[src/sv/gbcl_pkg.sv]
`timescale 1ns / 1ps
// ----------------------------------------------------------------------------
// gbcl_pkg
// Shared types, codes and defaults for the greedy ball cover landmark core.
// ----------------------------------------------------------------------------
package gbcl_pkg;

  localparam int unsigned MAX_LANDMARKS_DEF = 64;
  localparam int unsigned DIM_DEF           = 4;
  localparam int unsigned MAX_POINTS_DEF    = 65536;
  localparam int unsigned COORD_BITS_DEF    = 16;

  localparam int unsigned COORD_W      = 16;
  localparam int unsigned EPS_W        = 35;
  localparam int unsigned SQ_W         = 32;
  localparam int unsigned PT_IDX_W     = 16;
  localparam int unsigned LM_IDX_OUT_W = 6;
  localparam int unsigned LM_CNT_OUT_W = 7;
  localparam int unsigned MASK_W       = 64;

  typedef enum logic [1:0] {
    ACT_CLEAR  = 2'd0,
    ACT_SELECT = 2'd1,
    ACT_COVER  = 2'd2,
    ACT_NONE   = 2'd3
  } action_e;

  typedef enum logic [1:0] {
    ST_IDLE,
    ST_SCAN,
    ST_WAIT,
    ST_DONE
  } state_e;

  typedef struct packed {
    action_e                    action;
    logic signed [COORD_W-1:0]  coord_0;
    logic signed [COORD_W-1:0]  coord_1;
    logic signed [COORD_W-1:0]  coord_2;
    logic signed [COORD_W-1:0]  coord_3;
  } in_item_t;

  typedef struct packed {
    logic [PT_IDX_W-1:0]     point_index;
    logic                    is_landmark;
    logic [LM_IDX_OUT_W-1:0] landmark_index;
    logic [LM_CNT_OUT_W-1:0] landmark_count;
    logic                    store_full;
    logic [MASK_W-1:0]       covered_mask;
    logic [LM_CNT_OUT_W-1:0] cover_count;
  } out_item_t;

endpackage

[src/sv/gbcl_store.sv]
`timescale 1ns / 1ps
// ----------------------------------------------------------------------------
// gbcl_store
// Landmark memory: one write port, one registered read port tagged with
// its address and a valid flag.
// ----------------------------------------------------------------------------
module gbcl_store
  import gbcl_pkg::*;
#(
  parameter int unsigned DEPTH = MAX_LANDMARKS_DEF,
  parameter int unsigned WIDTH = DIM_DEF * COORD_W,
  localparam int unsigned AW   = (DEPTH > 1) ? $clog2(DEPTH) : 1
) (
  input  logic             clk_i,
  input  logic             rst_ni,
  input  logic             we_i,
  input  logic [AW-1:0]    waddr_i,
  input  logic [WIDTH-1:0] wdata_i,
  input  logic             re_i,
  input  logic [AW-1:0]    raddr_i,
  output logic             rd_vld_o,
  output logic [AW-1:0]    rd_idx_o,
  output logic [WIDTH-1:0] rd_data_o
);

  logic [WIDTH-1:0] mem [DEPTH];
  logic [WIDTH-1:0] rd_data_q;
  logic [AW-1:0]    rd_idx_q;
  logic             rd_vld_q;

  always_ff @(posedge clk_i) begin
    if (we_i) begin
      mem[waddr_i] <= wdata_i;
    end
    if (re_i) begin
      rd_data_q <= mem[raddr_i];
    end
    rd_idx_q <= raddr_i;
  end

  always_ff @(posedge clk_i or negedge rst_ni) begin
    if (!rst_ni) begin
      rd_vld_q <= 1'b0;
    end else begin
      rd_vld_q <= re_i;
    end
  end

  assign rd_vld_o  = rd_vld_q;
  assign rd_idx_o  = rd_idx_q;
  assign rd_data_o = rd_data_q;

endmodule

[config.mk]
export PLATFORM = sky130hd
export DESIGN_NAME = gbcl_store
export DESIGN_NICKNAME = d
export VERILOG_FILES = /design/src/sv/gbcl_pkg.sv /design/src/sv/gbcl_store.sv
export SDC_FILE = /design/constraint.sdc
export NUM_CORES = 2
export LEC_CHECK = 0
export BUFFER_PORTS_ARGS = -buffer_cell sky130_fd_sc_hd__buf_2
export CORE_MARGIN = 2
export CORE_UTILIZATION = 45
export CTS_BUF_LIST = sky130_fd_sc_hd__clkbuf_2
export CTS_CLUSTER_SIZE = 14
export DETAILED_ROUTE_END_ITERATION = 6
export REMOVE_ABC_BUFFERS = 1
export SLEW_MARGIN = 20
export SYNTH_ARGS = -nofsm -noshare
export SYNTH_HDL_FRONTEND = slang
export SYNTH_SLANG_ARGS = --single-unit
[constraint.sdc]
create_clock -name clk_i -period 1.91 [get_ports clk_i]
set_clock_uncertainty 0.05 [all_clocks]
set_input_delay 0.191 -clock clk_i [delete_from_list [all_inputs] [get_ports clk_i]]
set_output_delay 0.191 -clock clk_i [all_outputs]
set_load 0.02 [all_outputs]
After elaboration in Yosys (flattened, before gate mapping)
Memory sizes are Yosys's and may differ from the RTL's. A register that Yosys moved wholly into a read port is not among the register bits.
Cells that the tools add are included.
- mux-type cells: 2
- operators with widths (cell ; count):
    $mux 1 ; 2
- register bits after elaboration: 7
- bits in writable memories: 4096
- input bits: 80
- word-level logic and storage cells: 5
- memories kept: 1
- memories (name ; depth ; bits a word ; read ports ; clocked after memory_dff ; wr ports ; line ; text):
    mem ; 64 ; 64 ; 1 ; 1 ; 1 ; gbcl_store.sv:26 ; logic [WIDTH-1:0] mem [DEPTH];

Depth between registers and ports, before layout
- depth in word-level cells: 2
- gate-level depth with buffers: 9
- gate-level depth less buffers: 5

Worst setup path after synthesis
OpenSTA, ideal clock, no wires.
- path kind: input -> register
- start: input waddr_i[3]
- end: memory mem[48][0] in the netlist's numbering, enable pin
- setup time: 564 ps
- arrival time: 5063 ps
- data required time: 1296 ps
- path slack: -3767 ps
- stages: 4
- path buffers: 1
- cell sequence: clkbuf_1 nor2b_1 nand4b_1 nor3_1
- RTL lines (item ; line ; text):
    start, declared ; gbcl_store.sv:17 ; input logic [AW-1:0] waddr_i,
    end, declared ; gbcl_store.sv:26 ;
No word-level cell before the write port.

Worst setup path in the final report
- start: register rd_data_q[18], in the netlist rd_data_o[18] (read register of mem)
- end: output rd_data_o[18]
- RTL lines (item ; line ; text):
    start, declared ; gbcl_store.sv:27 ; logic [WIDTH-1:0] rd_data_q;
    end, declared ; gbcl_store.sv:23 ; output logic [WIDTH-1:0] rd_data_o
No word-level cell between the ends.

==> impl_metrics.py <==
metrics = {
    "global_routing": {
        "antenna_found_initial": 17,
        "grt_pass1_vias": 87872,
        "grt_max_degree": 65,
        "grt_pass1_wl_um": 655000,
        "grt_usage_pct": 26.7,
        "overflow": 0,
    },
    "worst_hold_path": {
        "hold_end": "mem[34][51]",
        "hold_depth": 8,
        "min_path_type": "in2reg",
        "hold_start": "waddr_i[2]",
    },
    "floorplan": {
        "start_util_pct": 45.3,
        "std_cell_rows": 216,
        "die_w_um": 595,
        "die_area_mm2": 0.354,
        "io_pins": 151,
        "core_mm2": 0.347,
        "die_y_um": 595,
    },
    "yosys": {
        "synth-xor-area-share_pct": 0,
        "synthFlopType": "edfxtp_1",
        "synth.most_common_cell": "edfxtp_1",
        "synth_compound_area_share_pct": 2.46,
        "synth_area_mm2": 0.157,
        "synthTopCellsByCount": "edfxtp_1, mux4_2, buf_2, a22oi_1, clkbuf_1",
        "synth_edf_count": 4160,
        "synthArstFlopShare_pct": 0.0240,
        "synth_adder_area_share_pct": 0,
        "synthCells": 6605,
        "synth_top_family_by_area": "multiplexers",
        "synth_top_area_cell": "edfxtp_1",
        "synth_cell_types": 34,
        "synth.area.top_cells": "edfxtp_1, mux4_2, mux2i_1",
        "syn_area_per_cell_um2": 23.8,
        "synth-seq-cells": 4167,
        "synth-simple-area-share_pct": 1.23,
        "yosysSeqAreaShare_pct": 79.6,
        "muxShareOfSynthArea_pct": 15.5,
        "synth_top_area_share_pct": 79.5,
        "ys_warn_count": 0,
    },
    "drt": {
        "final_antenna_net_count": 0,
        "drc": 0,
        "via_per_inst": 5.99,
        "wl_per_cell_um": 32.9,
        "dr.pass1.iters": 5,
        "drt_iter0_markers": 11130,
        "vias": 84958,
        "wirelength_um": 467000,
    },
    "worst_setup_path": {
        "worstPathArrival_ns": 2.90,
        "crit_family": "flip-flops",
        "path_buf_inv": 1,
        "regToRegEndpoint": "rd_data_o[45]",
        "crit_path_max_incr_delay_ns": 0.56,
        "worstSetupStartpointType": "register",
        "required_ns": 1.67,
        "reg2regPathDepth": 5,
        "cp_cell_sequence": "buf_6",
        "slowest_stage": "edfxtp_1",
        "end_kind": "output port",
        "path_max_fanout": 1,
        "rrSetupSlack_ns": -0.24,
        "critPathKind": "reg2out",
        "timing.rr.start": "mem[32][45]",
    },
    "clock_tree": {
        "clk_latency_ns": 2.28,
        "cts-htree-levels": 7,
        "cts_sinks": 4167,
        "cts-root-buf": "clkbuf_2",
        "cts_tree": "yes",
        "clk_pin_slew_ns": 0.11,
        "cts_made_buffers": 1104,
        "clk_path_buf_depth": 5,
    },
    "layout": {
        "fin_nets": 9035,
        "drive_gt1_share_pct": 43.7,
        "syn_to_final_growth_pct": 22.2,
        "fin_util_pct": 55.4,
    },
    "timing": {
        "fmax_mhz": 318,
        "maxSlewHeadroom_pct": 28.7,
        "min_period_ns": 3.15,
        "rsz0062_at_grt": "true",
        "worst_pin_slew_ns": 1.07,
        "setup_viol": 91,
        "report.final.hold_viol_count": 0,
        "setup_ws_ns": -1.24,
        "timing.setup.tns_ns": -76.29,
        "fin_crit_sh_pct": 165,
        "maxSlewViolCount": 0,
    },
    "placement": {
        "place_congestion": 0.830,
        "post-dp-hpwl_um": 284000,
        "portBuffers": 150,
    },
    "run_status": {
        "status": "finished, violations left",
        "violations": "setup timing",
    },
    "run": {
        "maxCapViolations": 0,
    },
    "power_and_ir_drop": {
        "p_leak_uw": 0.0639,
        "peakVddDrop_v": 0.000711,
        "power.density_mw_per_mm2": 894,
    },
}
[flip-flops by register name, summed over array words and instances, names as in the netlist]
signal,flops
rd_vld_o,1
rd_data_o,64
rd_idx_o,6
mem,4096
[worst max-delay path by stage]
| stage | slack [ns] | cells past startpoint | endpoint | from |
|---|---|---|---|---|
| CTS | -1.53 | 1 | rd_data_o[43] | rd_data_o[43] |
| detailed placement | -1.09 | 8 | rd_data_o[51] | raddr_i[3] |
| floorplan | -3.63 | 3 | mem[48][0] | waddr_i[4] |
| finish | -1.24 | 1 | rd_data_o[18] | rd_data_o[18] |
| global route | -1.43 | 1 | rd_data_o[43] | rd_data_o[43] |
| global placement | -1.08 | 8 | rd_data_o[51] | raddr_i[3] |
[area by class of cell]
type / instances / area [µm²]
fill: 26354 / 155000
sequential: 4167 / 125000
multi-input combinational: 2049 / 31900
timing repair buffer: 1614 / 20200
clock buffer: 1522 / 7620
tap: 4578 / 5730
clock inverter: 218 / 1250
inverter: 19 / 71.3
antenna: 28 / 70.1
[per-layer routing]
metal | GRT usage (%) | share of wire, %
met5 | 0 | 0.0028
met4 | 10.0 | 3.1
met3 | 5.47 | 8.8
met2 | 43.0 | 49
met1 | 36.0 | 39
[per-stage QoR]
stage / power [µW] / worst slack, ns / instance area (µm²) / instances / hold slack, ns
floorplan: 107000 / -3.63 / 155000 / 6235 / -0.155
global placement: 114000 / -1.08 / 177000 / 12060 / -0.0848
detailed placement: 114000 / -1.09 / 177000 / 12060 / -0.0826
CTS: 173000 / -1.53 / 191000 / 14162 / 0.0301
global route: 178000 / -1.43 / 192000 / 14192 / -0.0292
finish: 172000 / -1.24 / 192000 / 14195 / 0.0707
[where the power goes]
| part | leakage (µW) | switching [µW] | internal [µW] |
|---|---|---|---|
| Sequential | 0.0375 | 330 | 101000 |
| Combinational | 0.0194 | 6290 | 5510 |
| Clock | 0.00695 | 35100 | 23100 |
| Total | 0.0639 | 41700 | 130000 |
[timing repair]
action	4_1_cts	5_1_grt
hold buffers	372	5
endpoints found under the hold margin	8328	166
setup endpoints to repair	113	1038
cloned	0	1
resized for setup	264	92
pin swaps	41	41
buffers inserted	0	3
[cells in the final DEF, fill, tap and decap left out, types with 10 or more instances in the layout]
master,synthesis,layout
edfxtp_1,4160,4160
clkbuf_2,0,1524
mux4_2,1024,1024
buf_4,34,593
buf_12,0,529
dlygate4sd3_1,0,303
clkinv_1,0,163
a22oi_1,168,159
mux2i_1,135,107
a22o_1,88,88
buf_2,170,79
buf_6,6,72
nor2_4,0,64
and3_1,64,60
nand2_1,58,55
o22ai_1,83,48
nor2_1,112,45
nand3_1,45,43
o22ai_2,0,35
a211oi_2,0,34
o221ai_1,38,31
buf_16,0,31
diode_2,0,28
or2_2,28,26
a211oi_1,63,24
or3_1,29,21
clkinv_2,0,21
inv_1,19,19
a2bb2oi_1,19,19
nor2b_1,28,18
mux2i_2,0,18
inv_2,0,17
bufinv_16,0,15
a41oi_2,0,12
mux2i_4,0,10
[kinds of logic after synthesis]
group,count (synthesis)
mux,1159
simple gates,386
flops,4167
buf+inv,389
compound gates,504
Power figures use the tool's default switching activity.
