<file path="config.mk">
export PLATFORM = sky130hd
export DESIGN_NAME = gbcl_dist
export DESIGN_NICKNAME = d
export VERILOG_FILES = /design/src/sv/gbcl_pkg.sv /design/src/sv/gbcl_dist.sv
export SDC_FILE = /design/constraint.sdc
export NUM_CORES = 2
export LEC_CHECK = 0
export CAP_MARGIN = 5
export CORE_MARGIN = 3
export CORE_UTILIZATION = 47
export DETAILED_ROUTE_END_ITERATION = 12
export DONT_BUFFER_PORTS = 1
export PLACE_DENSITY = 0.68
export SYNTH_ARGS = -nofsm -noshare
export SYNTH_HDL_FRONTEND = slang
export SYNTH_SLANG_ARGS = --single-unit
</file>
<file path="constraint.sdc">
create_clock -name clk_i -period 3.7 [get_ports clk_i]
set_clock_uncertainty 0.2 [all_clocks]
set_input_delay 0.185 -clock clk_i [delete_from_list [all_inputs] [get_ports clk_i]]
set_output_delay 0.185 -clock clk_i [all_outputs]
set_load 0.01 [all_outputs]
</file>
<file path="src/sv/gbcl_pkg.sv">
`timescale 1ns / 1ps
// ----------------------------------------------------------------------------
// gbcl_pkg
// Shared types, codes and defaults for the greedy ball cover landmark core.
// ----------------------------------------------------------------------------
package gbcl_pkg;

  localparam int unsigned MAX_LANDMARKS_DEF = 64;
  localparam int unsigned DIM_DEF           = 4;
  localparam int unsigned MAX_POINTS_DEF    = 65536;
  localparam int unsigned COORD_BITS_DEF    = 16;

  localparam int unsigned COORD_W      = 16;
  localparam int unsigned EPS_W        = 35;
  localparam int unsigned SQ_W         = 32;
  localparam int unsigned PT_IDX_W     = 16;
  localparam int unsigned LM_IDX_OUT_W = 6;
  localparam int unsigned LM_CNT_OUT_W = 7;
  localparam int unsigned MASK_W       = 64;

  typedef enum logic [1:0] {
    ACT_CLEAR  = 2'd0,
    ACT_SELECT = 2'd1,
    ACT_COVER  = 2'd2,
    ACT_NONE   = 2'd3
  } action_e;

  typedef enum logic [1:0] {
    ST_IDLE,
    ST_SCAN,
    ST_WAIT,
    ST_DONE
  } state_e;

  typedef struct packed {
    action_e                    action;
    logic signed [COORD_W-1:0]  coord_0;
    logic signed [COORD_W-1:0]  coord_1;
    logic signed [COORD_W-1:0]  coord_2;
    logic signed [COORD_W-1:0]  coord_3;
  } in_item_t;

  typedef struct packed {
    logic [PT_IDX_W-1:0]     point_index;
    logic                    is_landmark;
    logic [LM_IDX_OUT_W-1:0] landmark_index;
    logic [LM_CNT_OUT_W-1:0] landmark_count;
    logic                    store_full;
    logic [MASK_W-1:0]       covered_mask;
    logic [LM_CNT_OUT_W-1:0] cover_count;
  } out_item_t;

endpackage

</file>
<file path="src/sv/gbcl_dist.sv">
`timescale 1ns / 1ps
// ----------------------------------------------------------------------------
// gbcl_dist
// Three-stage squared distance unit: lane squares, sum, compare to epsilon.
// ----------------------------------------------------------------------------
module gbcl_dist
  import gbcl_pkg::*;
#(
  parameter int unsigned DIM  = DIM_DEF,
  parameter int unsigned IDXW = 6
) (
  input  logic                   clk_i,
  input  logic                   rst_ni,
  input  logic                   vld_i,
  input  logic [IDXW-1:0]        idx_i,
  input  logic [DIM*COORD_W-1:0] point_i,
  input  logic [DIM*COORD_W-1:0] lm_i,
  input  logic [EPS_W-1:0]       eps_i,
  output logic                   hit_vld_o,
  output logic [IDXW-1:0]        hit_idx_o,
  output logic                   hit_o
);

  logic [SQ_W-1:0]  sq_d [DIM];
  logic [SQ_W-1:0]  sq_q [DIM];
  logic [EPS_W-1:0] sum_d;
  logic [EPS_W-1:0] sum_q;
  logic             hit_q;
  logic             v1_q, v2_q, v3_q;
  logic [IDXW-1:0]  idx1_q, idx2_q, idx3_q;

  always_comb begin
    logic signed [COORD_W:0]     diff;
    logic signed [2*COORD_W+1:0] prod;
    for (int i = 0; i < DIM; i++) begin
      diff    = {point_i[i*COORD_W+COORD_W-1], point_i[i*COORD_W +: COORD_W]}
              - {lm_i[i*COORD_W+COORD_W-1], lm_i[i*COORD_W +: COORD_W]};
      prod    = diff * diff;
      sq_d[i] = prod[SQ_W-1:0];
    end
  end

  always_comb begin
    sum_d = '0;
    for (int i = 0; i < DIM; i++) begin
      sum_d = sum_d + EPS_W'(sq_q[i]);
    end
  end

  always_ff @(posedge clk_i) begin
    sq_q   <= sq_d;
    sum_q  <= sum_d;
    hit_q  <= (sum_q <= eps_i);
    idx1_q <= idx_i;
    idx2_q <= idx1_q;
    idx3_q <= idx2_q;
  end

  always_ff @(posedge clk_i or negedge rst_ni) begin
    if (!rst_ni) begin
      v1_q <= 1'b0;
      v2_q <= 1'b0;
      v3_q <= 1'b0;
    end else begin
      v1_q <= vld_i;
      v2_q <= v1_q;
      v3_q <= v2_q;
    end
  end

  assign hit_vld_o = v3_q;
  assign hit_idx_o = idx3_q;
  assign hit_o     = hit_q;

endmodule

</file>
* Word-level counts from Yosys, hierarchy flattened
Cells that the tools add are included.
Operators by class: add/sub/neg operators 7, multipliers 4, divide/modulo/power cells 0, $lt $le $gt $ge 1, eq/ne operators 0, shift operators 0, multiplexer cells 0, bitwise gates (word level) 0, reductions and logical operators 0
Operators with widths (count):
- $mul A17 B17 Y32 | 4
- $sub A16 B16 Y17 | 4
- $add A34 B32 Y35 | 1
- $le A35 B35 Y1 | 1
- $add A33 B32 Y34 | 1
- $add A32 B32 Y33 | 1
Storage, ports and cells: register bits 185, latch bits 0, RAM bits 0, bits in read-only memories 0, input port bits 172, output and inout bits 8, word-level logic and storage cells 24, memories kept 0

* Depth between registers and ports, before layout
depth after elaboration 3, mapped depth 36, gate-level depth less buffers 35

* Least setup slack after synthesis
OpenSTA, ideal clock, no wires.
path kind in2reg, start point input port point_i[16], end point register sq_q[95] (netlist name), library setup time 0.122 ns, data arrival time 7.895 ns, data required time 3.378 ns, path slack -4.518 ns, stages 31, path buffers 1, cells stage by stage inv_1 > ha_1 > fa_1 > nor2b_1 > o31a_1 > o2111ai_1 > a31oi_1 > o21a_1 > o21a_1 > o21ai_0 > a21o_1 > inv_1 > clkbuf_1 > nor2_1 > fa_1 > inv_1 > fa_1 > inv_1 > fa_1 > fa_1 > fa_1 > fa_1 > ha_1 > a21boi_0 > o21ai_0 > or4_1 > nor2_1 > nor2_1 > a211o_1 > o21ai_0 > xnor2_1
RTL lines:
- from (decl) | RTL line gbcl_dist.sv:16 | input logic [DIM*COORD_W-1:0] point_i,
- to (signal assigned) | RTL line gbcl_dist.sv:51 | sq_q <= sq_d;
- to (decl) | RTL line gbcl_dist.sv:25 | logic [SQ_W-1:0] sq_q [DIM];

==> out/summary.md <==
The number of global-route vias before repair is 41,700, and the fraction of layout instances using a drive strength above 1 is 32.1%. By area the synthesized netlist is led by sky130_fd_sc_hd__fa_1 (46%), sky130_fd_sc_hd__ha_1 (12%), sky130_fd_sc_hd__inv_1 (11%). The first-pass iteration count of the detailed router was 7. Counting the fill cells in the layout gives 7,941.

Setup repair after global routing could not meet its margin everywhere. Entering global routing, the biggest net connects 23 pins. For the pin with the worst max-slew slack, the measured transition is 0.787 ns. On the final layout, the worst hold slack is 0.0825 ns. The effective utilization at floorplan is 47.7%. The initialized floorplan defines 115 standard-cell rows. The number of instances in the synthesized netlist was 5,098. The worst register-to-register path begins at sq_q[3]. Counting every net in the synthesized netlist gives 6,812.

In this run the register-to-register setup slack is -0.63 ns. The logs give 204,000 um for the wire length of the first global-routing pass and 0 for the max-slew violation count. The number of clock buffers added by TritonCTS is 17. TritonCTS built the clock tree. The tools report the final-report setup violation count as 120.

The worst flop-to-flop path endpoint was sum_q[31]. The category of the worst setup path launch point was a primary input. On the critical path, the stage with the largest delay is an instance of sky130_fd_sc_hd__fa_2. The vertical extent of the die was 323 um; the final hold violation count was 0. Headroom to the max-slew limit came out at 47.5%. The maximum clock rate is 0.138 GHz.

The clock-pin transition on the worst setup and hold timing paths is 0.08 ns. The data required time of the critical path was 3.87 ns; the placed cell count was 7,370. After synthesis, the mean cell area works out to 9.26 um2. The worst path in the final design needs a cycle of 7.26 ns, including I/O delays and setup. Cell occurring most often along the worst timing path: sky130_fd_sc_hd__fa_1. The run gives 1 as the initial antenna violation count.

The category of the critical setup timing path is primary input to flop. The worst path uses 196% of the clock period. The startpoint of the lowest-slack hold path was lm_i[0].

The worst slack at placement was -4.20 ns. After synthesis, the netlist uses 84 different library cells. The path with the worst hold slack has its endpoint at sq_q[96].

The synthesized netlist occupies a cell area of 47,200 um2. The number of DRC violations after detailed-routing iteration 0 was 1,604. The total of warnings raised by yosys is 0.

The detail-routed via count per cell was 4.98; the vias after detailed routing was 37,500. The count of nets left with antenna violations once routing finished came out at 0. In the routed design, unresolved DRC markers number 0. The logs give 0 for the leftover overflow at the end of global routing and -3.56 ns for the final setup slack of the worst path. For the post-DP HPWL, the log shows 109,000 um. In this run the worst hold path is classified as primary input to flop. STA classifies the critical path endpoint as a flop. Global routing used 24.5% of the available tracks. In this run the standard cell core region covers 99,000 um2. 0 antenna diodes ended up in the layout. Among all flip-flop cells after synthesis, the most frequent one is sky130_fd_sc_hd__dfxtp_1. In this run the worst path has a maximum fanout of 5. The library cell used most frequently in the layout, excluding fill and tap cells, is sky130_fd_sc_hd__inv_1. The die covers 104,000 um2.

The clock passes through at most 2 buffers. The count of buffers inserted at the top-level ports was 0; the chip width was 323 um. Measured on the finished design, the core utilization comes to 63.9%.

The number of cells on the worst reg-to-reg path is 12. The congestion estimate from routability-driven global placement came to 0.909. Clock tree synthesis found a total of 180 sinks. The H-tree was split into 4 levels.

The largest area contributor in the netlist was sky130_fd_sc_hd__fa_1. The data arrival at the endpoint of the critical path was 7.44 ns; the clock network latency to the later pin of the worst-skew pair was 0.45 ns. The final layout contains routed wiring with a total length of 124,000 um. The top-level port count is 180. The top cell types in the final layout, fill and taps aside, are sky130_fd_sc_hd__inv_1 (1,274), sky130_fd_sc_hd__buf_4 (1,074), sky130_fd_sc_hd__fa_1 (1,035). The area added between synthesis and finish was 33.9%. The tools report the cell at the root of the clock tree as sky130_fd_sc_hd__clkbuf_16. The longest individual stage delay on the worst path is 0.57 ns. The sequential fraction of the synthesis area was 7.66%; the number of standard cells in the final layout excluding fillers was 7,529. The fraction of synthesis flops using an asynchronous set or reset pin was 1.67%. The area share of the largest cell type after synthesis was 46.4%; the reported max-cap violation count was 0. Counting flops and latches in the post-synthesis netlist gives 180. The number of enable-type register cells in the synthesized netlist was 0; the final-stage net count was 7,943. The run finished, with violations left.

Dividing the detail-routed wire length by the instance count gives 16.4 um. The checks that failed: negative setup slack. Along the worst hold path, the cell count comes to 3.
[timing repair]
| item | 4_1_cts | 5_1_grt |
|---|---|---|
| resized for setup | 271 | 312 |
| pin swaps | 239 | 234 |
| gates cloned | 1 | 1 |
| hold buffers | 14 | 0 |
| hold endpoints to repair | 14 | 0 |
| setup buffers | 70 | 61 |
| setup endpoints to repair | 125 | 129 |
[worst max path at each step]
stage                      from  endpoint  slack (ns)  depth (start not counted)
floorplan           point_i[16]  sq_q[95]       -3.91                         31
finish              point_i[32]  sq_q[63]       -3.56                         32
CTS                 point_i[32]  sq_q[62]       -3.50                         32
detailed placement  point_i[32]  sq_q[63]       -4.20                         31
global route        point_i[16]  sq_q[95]       -3.91                         33
global placement    point_i[32]  sq_q[63]       -4.04                         30
[layer usage]
layer	wire length, um	track usage (%)
met1	51100	31.6
met2	63400	43.6
met3	5410	2.99
met4	3760	6.70
met5	0	0
[registers in the layout, summed over array words and instances (netlist names)]
name and cells:
sq_q 124, sum_q 34, hit_idx_o 6, idx1_q 6, idx2_q 6, hit_o 1
hit_vld_o 1, v1_q 1, v2_q 1
[final cells by class]
cell class / instances / area [um2] / area share (%)
clock inverters: 15 / 209 / 0.330
well taps: 1287 / 1610 / 2.55
flip-flops and latches: 180 / 3620 / 5.73
repair inverters: 1 / 7.51 / 0.0119
multi-input cells: 3395 / 42000 / 66.4
clock buffers: 17 / 425 / 0.673
inverters: 1425 / 5530 / 8.74
repair buffers: 1209 / 9820 / 15.5
[kinds of logic after synthesis]
logic type	synth area share, %
muxes	0.0424
DFF	7.66
and+or+nand+nor	9.94
AOI/OAI and AO/OA	7.39
buffers and inverters	12.2
xor gates and xnor gates	4.54
adders and majority gates	58.2
[per-stage QoR]
step | instance area, um2 | setup TNS [ns]
3_5_place_dp | 59200 | -332.67
5_1_grt | 63200 | -306.89
6_report | 63200 | -277.17
3_3_place_gp | 59200 | -324.52
4_1_cts | 61500 | -271.06
2_1_floorplan | 50000 | -268.08
[synthesized netlist by cell type, types with 4 or more instances]
cell	instances
sky130_fd_sc_hd__a21oi_1	147
sky130_fd_sc_hd__nor3_1	39
sky130_fd_sc_hd__nand4b_1	4
sky130_fd_sc_hd__nor2_1	489
sky130_fd_sc_hd__dfxtp_1	177
sky130_fd_sc_hd__o211ai_1	13
sky130_fd_sc_hd__nor4_1	10
sky130_fd_sc_hd__inv_1	1409
sky130_fd_sc_hd__xor2_1	51
sky130_fd_sc_hd__nand4_1	14
sky130_fd_sc_hd__o41ai_2	6
sky130_fd_sc_hd__a21boi_0	6
sky130_fd_sc_hd__ha_1	448
sky130_fd_sc_hd__nand2b_1	33
sky130_fd_sc_hd__fa_1	1094
sky130_fd_sc_hd__clkinv_1	7
sky130_fd_sc_hd__and3_1	22
sky130_fd_sc_hd__or3_1	15
sky130_fd_sc_hd__a31o_2	6
sky130_fd_sc_hd__o311ai_0	5
sky130_fd_sc_hd__inv_2	9
sky130_fd_sc_hd__o21a_1	48
sky130_fd_sc_hd__o21ai_0	91
sky130_fd_sc_hd__a21o_1	69
sky130_fd_sc_hd__and2_1	9
sky130_fd_sc_hd__o31ai_1	16
sky130_fd_sc_hd__nand3_1	28
sky130_fd_sc_hd__o31a_1	12
sky130_fd_sc_hd__nor3b_1	8
sky130_fd_sc_hd__xnor2_1	185
sky130_fd_sc_hd__a211oi_1	14
sky130_fd_sc_hd__buf_2	18
sky130_fd_sc_hd__a211o_1	6
sky130_fd_sc_hd__o21ai_1	9
sky130_fd_sc_hd__nor2b_1	31
sky130_fd_sc_hd__clkbuf_1	77
sky130_fd_sc_hd__nand2_1	355
sky130_fd_sc_hd__o21bai_1	17
sky130_fd_sc_hd__a31oi_1	10
sky130_fd_sc_hd__or2_2	21
[worst max-delay path: cells and delay by family]
kind / cells / cell delay (ns)
adders and majority gates: 9 / 3.79
AOI/OAI and AO/OA: 11 / 2.30
and+or+nand+nor: 4 / 0.54
buffers and inverters: 7 / 0.45
xor gates and xnor gates: 1 / 0.16
Power is left out: the tool's default activity adds up to more than one toggle a clock period on the data nets, which glitch-free logic cannot reach.
