--- config.mk ---
export PLATFORM = sky130hd
export DESIGN_NAME = gbcl_ctrl
export DESIGN_NICKNAME = d
export VERILOG_FILES = /design/src/sv/gbcl_pkg.sv /design/src/sv/gbcl_ctrl.sv
export SDC_FILE = /design/constraint.sdc
export NUM_CORES = 1
export LEC_CHECK = 0
export BUFFER_PORTS_ARGS = -buffer_cell sky130_fd_sc_hd__buf_2
export CAP_MARGIN = 20
export CORE_MARGIN = 5
export CORE_UTILIZATION = 30
export DETAILED_ROUTE_END_ITERATION = 6
export PLACE_DENSITY = 0.48
export SLEW_MARGIN = 0
export SYNTH_ARGS = -nofsm -noshare
export SYNTH_HDL_FRONTEND = slang
export SYNTH_SLANG_ARGS = --single-unit
export TNS_END_PERCENT = 30
--- constraint.sdc ---
create_clock -name clk_i -period 6.7 [get_ports clk_i]
set_input_delay 0.67 -clock clk_i [delete_from_list [all_inputs] [get_ports clk_i]]
set_output_delay 0.67 -clock clk_i [all_outputs]
set_load 0.01 [all_outputs]
--- src/sv/gbcl_pkg.sv ---
`timescale 1ns / 1ps
// ----------------------------------------------------------------------------
// gbcl_pkg
// Shared types, codes and defaults for the greedy ball cover landmark core.
// ----------------------------------------------------------------------------
package gbcl_pkg;

  localparam int unsigned MAX_LANDMARKS_DEF = 64;
  localparam int unsigned DIM_DEF           = 4;
  localparam int unsigned MAX_POINTS_DEF    = 65536;
  localparam int unsigned COORD_BITS_DEF    = 16;

  localparam int unsigned COORD_W      = 16;
  localparam int unsigned EPS_W        = 35;
  localparam int unsigned SQ_W         = 32;
  localparam int unsigned PT_IDX_W     = 16;
  localparam int unsigned LM_IDX_OUT_W = 6;
  localparam int unsigned LM_CNT_OUT_W = 7;
  localparam int unsigned MASK_W       = 64;

  typedef enum logic [1:0] {
    ACT_CLEAR  = 2'd0,
    ACT_SELECT = 2'd1,
    ACT_COVER  = 2'd2,
    ACT_NONE   = 2'd3
  } action_e;

  typedef enum logic [1:0] {
    ST_IDLE,
    ST_SCAN,
    ST_WAIT,
    ST_DONE
  } state_e;

  typedef struct packed {
    action_e                    action;
    logic signed [COORD_W-1:0]  coord_0;
    logic signed [COORD_W-1:0]  coord_1;
    logic signed [COORD_W-1:0]  coord_2;
    logic signed [COORD_W-1:0]  coord_3;
  } in_item_t;

  typedef struct packed {
    logic [PT_IDX_W-1:0]     point_index;
    logic                    is_landmark;
    logic [LM_IDX_OUT_W-1:0] landmark_index;
    logic [LM_CNT_OUT_W-1:0] landmark_count;
    logic                    store_full;
    logic [MASK_W-1:0]       covered_mask;
    logic [LM_CNT_OUT_W-1:0] cover_count;
  } out_item_t;

endpackage

--- src/sv/gbcl_ctrl.sv ---
`timescale 1ns / 1ps
// ----------------------------------------------------------------------------
// gbcl_ctrl
// Sequencer: takes one item, scans the stored landmarks, gathers hits,
// updates counters and the store, and holds the result beat.
// ----------------------------------------------------------------------------
module gbcl_ctrl
  import gbcl_pkg::*;
#(
  parameter int unsigned MAX_LANDMARKS = MAX_LANDMARKS_DEF,
  parameter int unsigned DIM           = DIM_DEF,
  parameter int unsigned MAX_POINTS    = MAX_POINTS_DEF,
  parameter int unsigned COORD_BITS    = COORD_BITS_DEF,
  localparam int unsigned IDXW = (MAX_LANDMARKS > 1) ? $clog2(MAX_LANDMARKS) : 1,
  localparam int unsigned CNTW = $clog2(MAX_LANDMARKS + 1),
  localparam int unsigned PW   = DIM * COORD_W
) (
  input  logic            clk_i,
  input  logic            rst_ni,
  input  logic            in_valid_i,
  output logic            in_stall_o,
  input  in_item_t        in_item_i,
  output logic            out_valid_o,
  input  logic            out_stall_i,
  output out_item_t       out_item_o,
  output logic            we_o,
  output logic [IDXW-1:0] waddr_o,
  output logic [PW-1:0]   wdata_o,
  output logic            re_o,
  output logic [IDXW-1:0] raddr_o,
  output logic [PW-1:0]   point_o,
  input  logic            hit_vld_i,
  input  logic [IDXW-1:0] hit_idx_i,
  input  logic            hit_i
);

  localparam int unsigned SH = COORD_W - COORD_BITS;
  localparam logic [PT_IDX_W-1:0] PT_LAST = PT_IDX_W'(MAX_POINTS - 1);
  localparam logic [CNTW-1:0]     LM_MAX  = CNTW'(MAX_LANDMARKS);

  state_e                state_q, state_d;
  action_e               act_q, act_d;
  logic [PW-1:0]         pt_q, pt_d;
  logic [IDXW-1:0]       iss_q, iss_d;
  logic [MAX_LANDMARKS-1:0] mask_q, mask_d;
  logic [CNTW-1:0]       hits_q, hits_d;
  logic [CNTW-1:0]       total_q, total_d;
  logic [PT_IDX_W-1:0]   sel_cnt_q, sel_cnt_d;
  logic [PT_IDX_W-1:0]   cov_cnt_q, cov_cnt_d;
  out_item_t             out_q, out_d;
  logic                  out_valid_q, out_valid_d;
  logic                  out_load;
  logic                  accept;
  logic [IDXW-1:0]       last_idx;
  logic [3:0][COORD_W-1:0] coords;

  assign coords   = {in_item_i.coord_3, in_item_i.coord_2,
                     in_item_i.coord_1, in_item_i.coord_0};
  assign accept   = in_valid_i && (state_q == ST_IDLE);
  assign last_idx = IDXW'(total_q - 1'b1);

  always_comb begin
    logic [COORD_W-1:0] shl;
    for (int i = 0; i < DIM; i++) begin
      shl                     = coords[i] << SH;
      pt_d[i*COORD_W +: COORD_W] = COORD_W'($signed(shl) >>> SH);
    end
  end

  always_comb begin
    state_d     = state_q;
    act_d       = act_q;
    iss_d       = iss_q;
    mask_d      = mask_q;
    hits_d      = hits_q;
    total_d     = total_q;
    sel_cnt_d   = sel_cnt_q;
    cov_cnt_d   = cov_cnt_q;
    out_d       = out_q;
    out_load    = 1'b0;
    we_o        = 1'b0;
    waddr_o     = total_q[IDXW-1:0];
    re_o        = 1'b0;
    raddr_o     = iss_q;

    if (hit_vld_i && hit_i) begin
      mask_d[hit_idx_i] = 1'b1;
      hits_d            = hits_q + 1'b1;
    end

    case (state_q)
      ST_IDLE: begin
        if (accept) begin
          act_d  = in_item_i.action;
          iss_d  = '0;
          mask_d = '0;
          hits_d = '0;
          if ((in_item_i.action == ACT_SELECT || in_item_i.action == ACT_COVER)
              && total_q != '0) begin
            state_d = ST_SCAN;
          end else begin
            state_d = ST_DONE;
          end
        end
      end
      ST_SCAN: begin
        re_o  = 1'b1;
        iss_d = iss_q + 1'b1;
        if (iss_q == last_idx) begin
          state_d = ST_WAIT;
        end
      end
      ST_WAIT: begin
        if (hit_vld_i && hit_idx_i == last_idx) begin
          state_d = ST_DONE;
        end
      end
      ST_DONE: begin
        if (!out_valid_q || !out_stall_i) begin
          out_load = 1'b1;
          state_d  = ST_IDLE;
          out_d    = '0;
          case (act_q)
            ACT_CLEAR: begin
              total_d   = '0;
              sel_cnt_d = '0;
              cov_cnt_d = '0;
            end
            ACT_SELECT: begin
              out_d.point_index = sel_cnt_q;
              sel_cnt_d = (sel_cnt_q == PT_LAST) ? '0 : sel_cnt_q + 1'b1;
              if (hits_q == '0) begin
                if (total_q < LM_MAX) begin
                  we_o                 = 1'b1;
                  out_d.is_landmark    = 1'b1;
                  out_d.landmark_index = LM_IDX_OUT_W'(total_q);
                  total_d              = total_q + 1'b1;
                end else begin
                  out_d.store_full = 1'b1;
                end
              end
              out_d.landmark_count = LM_CNT_OUT_W'(total_d);
            end
            ACT_COVER: begin
              out_d.point_index    = cov_cnt_q;
              cov_cnt_d = (cov_cnt_q == PT_LAST) ? '0 : cov_cnt_q + 1'b1;
              out_d.landmark_count = LM_CNT_OUT_W'(total_q);
              out_d.covered_mask   = MASK_W'(mask_q);
              out_d.cover_count    = LM_CNT_OUT_W'(hits_q);
            end
            default: begin
              out_d.landmark_count = LM_CNT_OUT_W'(total_q);
            end
          endcase
        end
      end
      default: begin
        state_d = ST_IDLE;
      end
    endcase

    out_valid_d = out_valid_q && out_stall_i;
    if (out_load) begin
      out_valid_d = 1'b1;
    end
  end

  always_ff @(posedge clk_i or negedge rst_ni) begin
    if (!rst_ni) begin
      state_q     <= ST_IDLE;
      total_q     <= '0;
      sel_cnt_q   <= '0;
      cov_cnt_q   <= '0;
      out_valid_q <= 1'b0;
    end else begin
      state_q     <= state_d;
      total_q     <= total_d;
      sel_cnt_q   <= sel_cnt_d;
      cov_cnt_q   <= cov_cnt_d;
      out_valid_q <= out_valid_d;
    end
  end

  always_ff @(posedge clk_i) begin
    act_q  <= act_d;
    iss_q  <= iss_d;
    mask_q <= mask_d;
    hits_q <= hits_d;
    out_q  <= out_d;
    if (accept) begin
      pt_q <= pt_d;
    end
  end

  assign in_stall_o  = (state_q != ST_IDLE);
  assign out_valid_o = out_valid_q;
  assign out_item_o  = out_q;
  assign wdata_o     = pt_q;
  assign point_o     = pt_q;

endmodule

Word-level counts from Yosys, hierarchy flattened
Cells that the tools add are included.

operators by class
  add/subtract/negate cells = 6
  $lt $le $gt $ge = 3
  eq/ne operators = 15
  mux-type cells = 35
  bitwise operators = 1
  reductions and logical operators = 26

operators with widths
  operator                                            count
  two-way mux 64 bit                                  3
  one-hot mux 16 bit (2 select lines)                 3
  OR 64 bit                                           1
  two-way mux 7 bit                                   6
  adder 16 x 1 -> 16 bit, second input constant       2
  equality test 16 bit, second input constant         2
  two-way mux 16 bit                                  2
  adder 7 x 1 -> 7 bit, second input constant         2
  one-hot mux 7 bit (2 select lines)                  1
  equality test 6 bit                                 2
  one-hot mux 6 bit (2 select lines)                  1
  two-way mux 1 bit                                   11
  two-way mux 2 bit                                   5
  AND reduction 3 bit                                 3
  equality test 2 bit, second input constant          4
  inequality test 2 bit, second input constant        4
  one-hot mux 2 bit (4 select lines)                  1
  AND reduction 2 bit                                 4
  nonzero test 2 bit                                  4
  zero test 7 bit                                     1
  < comparator 6 x 7 -> 1 bit, second input constant  1
  < comparator 7 bit, second input constant           1
  nonzero test 7 bit                                  1
  adder 6 x 1 -> 6 bit, second input constant         1
  10 further kinds                                    20

word-level totals
  register bits after elaboration = 287
  input bits = 78
  output and inout bits = 246

Longest topological paths before layout
  word-level depth = 8
  gate-level depth with buffers = 9

Least setup slack after synthesis
Ideal clock, no wire load.

  kind = register -> register
  from = register state_q[0]
  to = register act_q[0], enable pin
  library setup time = 0.456 ns
  data arrival time = 3.070 ns
  data required time = 6.244 ns
  slack = 3.174 ns
  stages on the path, launching flop included = 6
  clock period less this slack = 3.526 ns
  cells stage by stage = dfrtp_1 > inv_1 > ha_1 > and2_1 > clkbuf_1 > clkbuf_1

on the way
  longest elaborated chain between the ends = 3

RTL lines
  what                                  RTL line          source
  from (decl)                           gbcl_ctrl.sv:41   state_e state_q, state_d;
  from (signal assigned)                gbcl_ctrl.sv:176  state_q <= state_d;
  zero test 2 bit                       gbcl_ctrl.sv:59   assign accept = in_valid_i && (state_q == ST_IDLE);
  logical AND 1 bit                     gbcl_ctrl.sv:59
  net accept                            gbcl_ctrl.sv:53   logic accept;
  AND reduction 2 bit (no source line)  n/a
  to (signal assigned)                  gbcl_ctrl.sv:185  act_q <= act_d;
  to (decl)                             gbcl_ctrl.sv:42   action_e act_q, act_d;

The timed path passes the listed nets, and every way through them passes these cells.
A chain may end at the register's enable or synchronous reset.

Final worst setup path
  from = register hits_q[0]
  to = output port we_o

on the way
  longest elaborated chain between the ends = 5

RTL lines
  what                    RTL line          source
  from (decl)             gbcl_ctrl.sv:46   logic [CNTW-1:0] hits_q, hits_d;
  from (signal assigned)  gbcl_ctrl.sv:188  hits_q <= hits_d;
  zero test 7 bit         gbcl_ctrl.sv:132  if (hits_q == '0) begin
  two-way mux 1 bit       gbcl_ctrl.sv:132
  two-way mux 1 bit       gbcl_ctrl.sv:123  case (act_q)
  two-way mux 1 bit       gbcl_ctrl.sv:119  if (!out_valid_q || !out_stall_i) begin
  two-way mux 1 bit       gbcl_ctrl.sv:91   case (state_q)
  to (decl)               gbcl_ctrl.sv:26   output logic we_o,

Every way passes these cells.

==> results.py <==
metrics = {
    "status": {
        "outcome": "finished, final reports clean",
    },
    "clocking": {
        "cts_buffer_depth": 3,
        "post_cts_resized": 0,
        "cts_tree": "done",
        "worstSkewPairLatency_ps": 530,
        "cts.sink_count": 287,
        "cts-htree-levels": 2,
        "cts.reportedPaths.clkPinSlew_ps": 60,
        "cts_made_buffers": 34,
        "clockRootBuffer": "clkbuf_16",
    },
    "power_and_ir_drop": {
        "irDropWorstVdd_uv": 149,
        "total_leakage_power_nw": 6.04,
        "power.density_cell_area_nw_per_um2": 392,
    },
    "sta": {
        "fin_crit_ps": 3380,
        "drv_slew": 0,
        "maxClockFrequency_mhz": 295,
        "timing.final.hold_violations": 0,
        "setup_viol_count_final": 0,
        "setup-tns-final_ps": 0,
        "skew_ps": 18.2,
        "period_utilization": 0.505,
        "relSlewSlack": 0.325,
        "rsz0062_at_grt": "false",
        "actual_slew_at_the_worst_max_slew_pin_ps": 1010,
    },
    "floorplanning": {
        "io-pin-count": 324,
        "initial_core_util": 0.304,
        "fp.dieW_um": 208,
        "std_cell_rows": 72,
        "dieArea_um2": 43200,
        "chipHeight_um": 208,
        "core_area_um2": 38600,
    },
    "synthesis": {
        "yosys-mux-area-fraction": 0.00448,
        "post_synth_xor_area_fraction": 0.0276,
        "synth-seq-area-share": 0.656,
        "yosysTopAreaCell": "edfxtp_1",
        "synth_top_flop_cell": "edfxtp_1",
        "netlist_top_cells_area": "edfxtp_1 (45%), dfxtp_1 (12%), dfrtp_1 (9.0%)",
        "synthesized_nets": 1061,
        "combinational_family_with_the_most_area_after_synthesis": "simple AND/OR/NAND/NOR gates",
        "synth.avg_cell_area_um2": 12.1,
        "ys_types": 58,
        "postSynthCellCount": 968,
        "synth_seq_cells": 287,
        "synth_area_um2": 11700,
        "yosys.area_share.simple": 0.152,
        "synth_enable_flop_cells": 174,
        "synth.top_cell.area_share": 0.445,
        "ys_warn_count": 0,
        "adder_cell_fraction_of_synth_area": 0.0160,
        "synth_compound_area_frac": 0.0791,
        "async_flop_share": 0.146,
    },
    "worst_setup_path": {
        "worstRegToRegCells": 8,
        "number_of_buffer_and_inverter_instances_along_the_worst_setup_path": 2,
        "critPathTopFamily": "simple AND/OR/NAND/NOR gates",
        "endpoint_kind": "primary output",
        "arrival_ps": 2710,
        "r2r_start": "state_q[0]",
        "critical_path_required_ps": 6030,
        "reg2reg_setup_slack_ps": 3870,
        "critical_path.startpoint_type": "flop",
        "cp_cell_sequence": "inv_1 > ha_1 > or4b_1 > or4b_4 > nor3_1 > buf_2",
        "slowest_delay_ps": 620,
        "crit_path_start": "hits_q[0]",
        "critPathSlowestCell": "or4b_4",
        "timing_worst_setup_path_type": "flop to primary output",
        "reg2reg_capture_point": "cov_cnt_q[12]",
        "path_max_fanout": 6,
    },
    "min_path": {
        "hold_depth": 1,
        "hold_path.startpoint": "in_item_i[33]",
        "timing.hold.worst_endpoint": "point_o[17]",
        "hold_path_class": "input port to flop",
    },
    "grt": {
        "antenna_found_initial": 0,
        "grt_pass1_vias": 7963,
        "grt.total_usage": 0.146,
        "grt_overflow": 0,
        "grt_max_degree": 93,
        "first_pass_grt_wire_length_um": 49800,
    },
    "place": {
        "total_placed_instance_area_um2": 13400,
        "gp_congestion": 0.820,
        "placement.io_buffers": 323,
        "place.detailed.hpwl_um": 24000,
    },
    "cells_and_area": {
        "mostFrequentLayoutCells": "buf_2 (325), edfxtp_1 (174), nor2_1 (114), and2_1 (74), dfxtp_1 (71)",
        "post_route_cells_drive_above_1_share": 0.323,
        "n_fill_cell": 3762,
        "area.growth.synth_to_final_pct": 24.4,
        "nets": 1319,
        "layout.cells.most_common": "buf_2",
        "number_of_antenna_repair_diodes": 0,
        "design_area_um2": 14600,
    },
    "route": {
        "drc_errors": 0,
        "route.detailed.wl_per_inst_um": 18.7,
        "dr_total_vias": 8085,
        "postRouteAntennaNets": 0,
        "via_cell_ratio": 4.57,
        "drt_pass1_iterations": 4,
        "wirelength_um": 33100,
        "detail_route.iter0.violations": 452,
    },
    "flow_run": {
        "max-cap-violations": 0,
    },
}
[routing by layer]
| metal | part of all wire | routed length, µm | up-vias | global-route usage |
|---|---|---|---|---|
| met4 | 0.017 | 559 | 0 | 0.0367 |
| met3 | 0.069 | 2300 | 41 | 0.0449 |
| met1 | 0.42 | 14000 | 3938 | 0.180 |
| li1 | - | - | 3855 | - |
| met2 | 0.49 | 16300 | 251 | 0.252 |
| met5 | 0 | 0 | - | 0 |
[stage by stage]
step | worst slack, ps | instances | hold WS (ps) | util | power, mW
after floorplan | 3170 | 968 | 374 | - | 3.32
after global placement | 3420 | 1702 | 439 | 0.345 | 3.85
after detailed placement | 3580 | 1704 | 446 | 0.346 | 3.86
after CTS | 3280 | 1766 | 288 | 0.376 | 5.82
after global routing | 3240 | 1770 | 295 | 0.378 | 6.02
final | 3320 | 1770 | 322 | 0.378 | 5.72
[flip-flops by register name, summed over array words and instances (netlist names), 6 cells and up]
signal / flops
out_item_o: 102
sel_cnt_q: 16
raddr_o: 6
mask_q: 64
cov_cnt_q: 16
hits_q: 7
total_q: 7
point_o: 64
[report_power, final]
group	leakage, nW	internal, mW	switching [mW]
logic	2.67	0.447	0.848
registers	2.79	2.30	0.202
clock network	0.582	1.20	0.730
[how the worst max path moves through the flow]
stage                                to  slack, ps  cells after the start
final                              we_o       3320                      6
after global routing               we_o       3240                      6
after CTS                          we_o       3280                      6
after detailed placement  cov_cnt_q[12]       3580                      9
after global placement    sel_cnt_q[12]       3420                      8
after floorplan                act_q[0]       3170                      5
[cell usage after synthesis, types with 19 or more instances]
| library cell | n |
|---|---|
| edfxtp_1 | 174 |
| nor2_1 | 114 |
| and2_1 | 75 |
| dfxtp_1 | 71 |
| buf_4 | 70 |
| a21oi_1 | 65 |
| nand2_1 | 43 |
| dfrtp_1 | 42 |
| o21ai_0 | 39 |
| clkbuf_1 | 30 |
| nand3_1 | 22 |
| nor2b_1 | 22 |
| xor2_1 | 19 |
[cell families (layout without fill, tap and decap cells)]
family                     after synthesis  count (layout)
muxes                                    5               5
DFF                                    287             287
xor gates and xnor gates                37              37
adders and majority gates               15              15
buffers and inverters                  125             409
and+or+nand+nor                        343             343
AOI/OAI and AO/OA                      156             156
[cell type report]
| type | instances | area, µm² | area share |
|---|---|---|---|
| tap | 518 | 648 | 0.0444 |
| timing repair buffer | 334 | 1710 | 0.117 |
| multi-input combinational | 556 | 3290 | 0.226 |
| inverter | 13 | 51.3 | 0.00352 |
| clock inverter | 19 | 244 | 0.0167 |
| clock buffer | 43 | 947 | 0.0649 |
| sequential | 287 | 7700 | 0.527 |
[what timing repair did]
action	in CTS	in global routing
setup buffers	0	0
hold buffers	0	1
hold endpoints to repair	0	4
No activity file was read; power rests on OpenSTA's default activity.
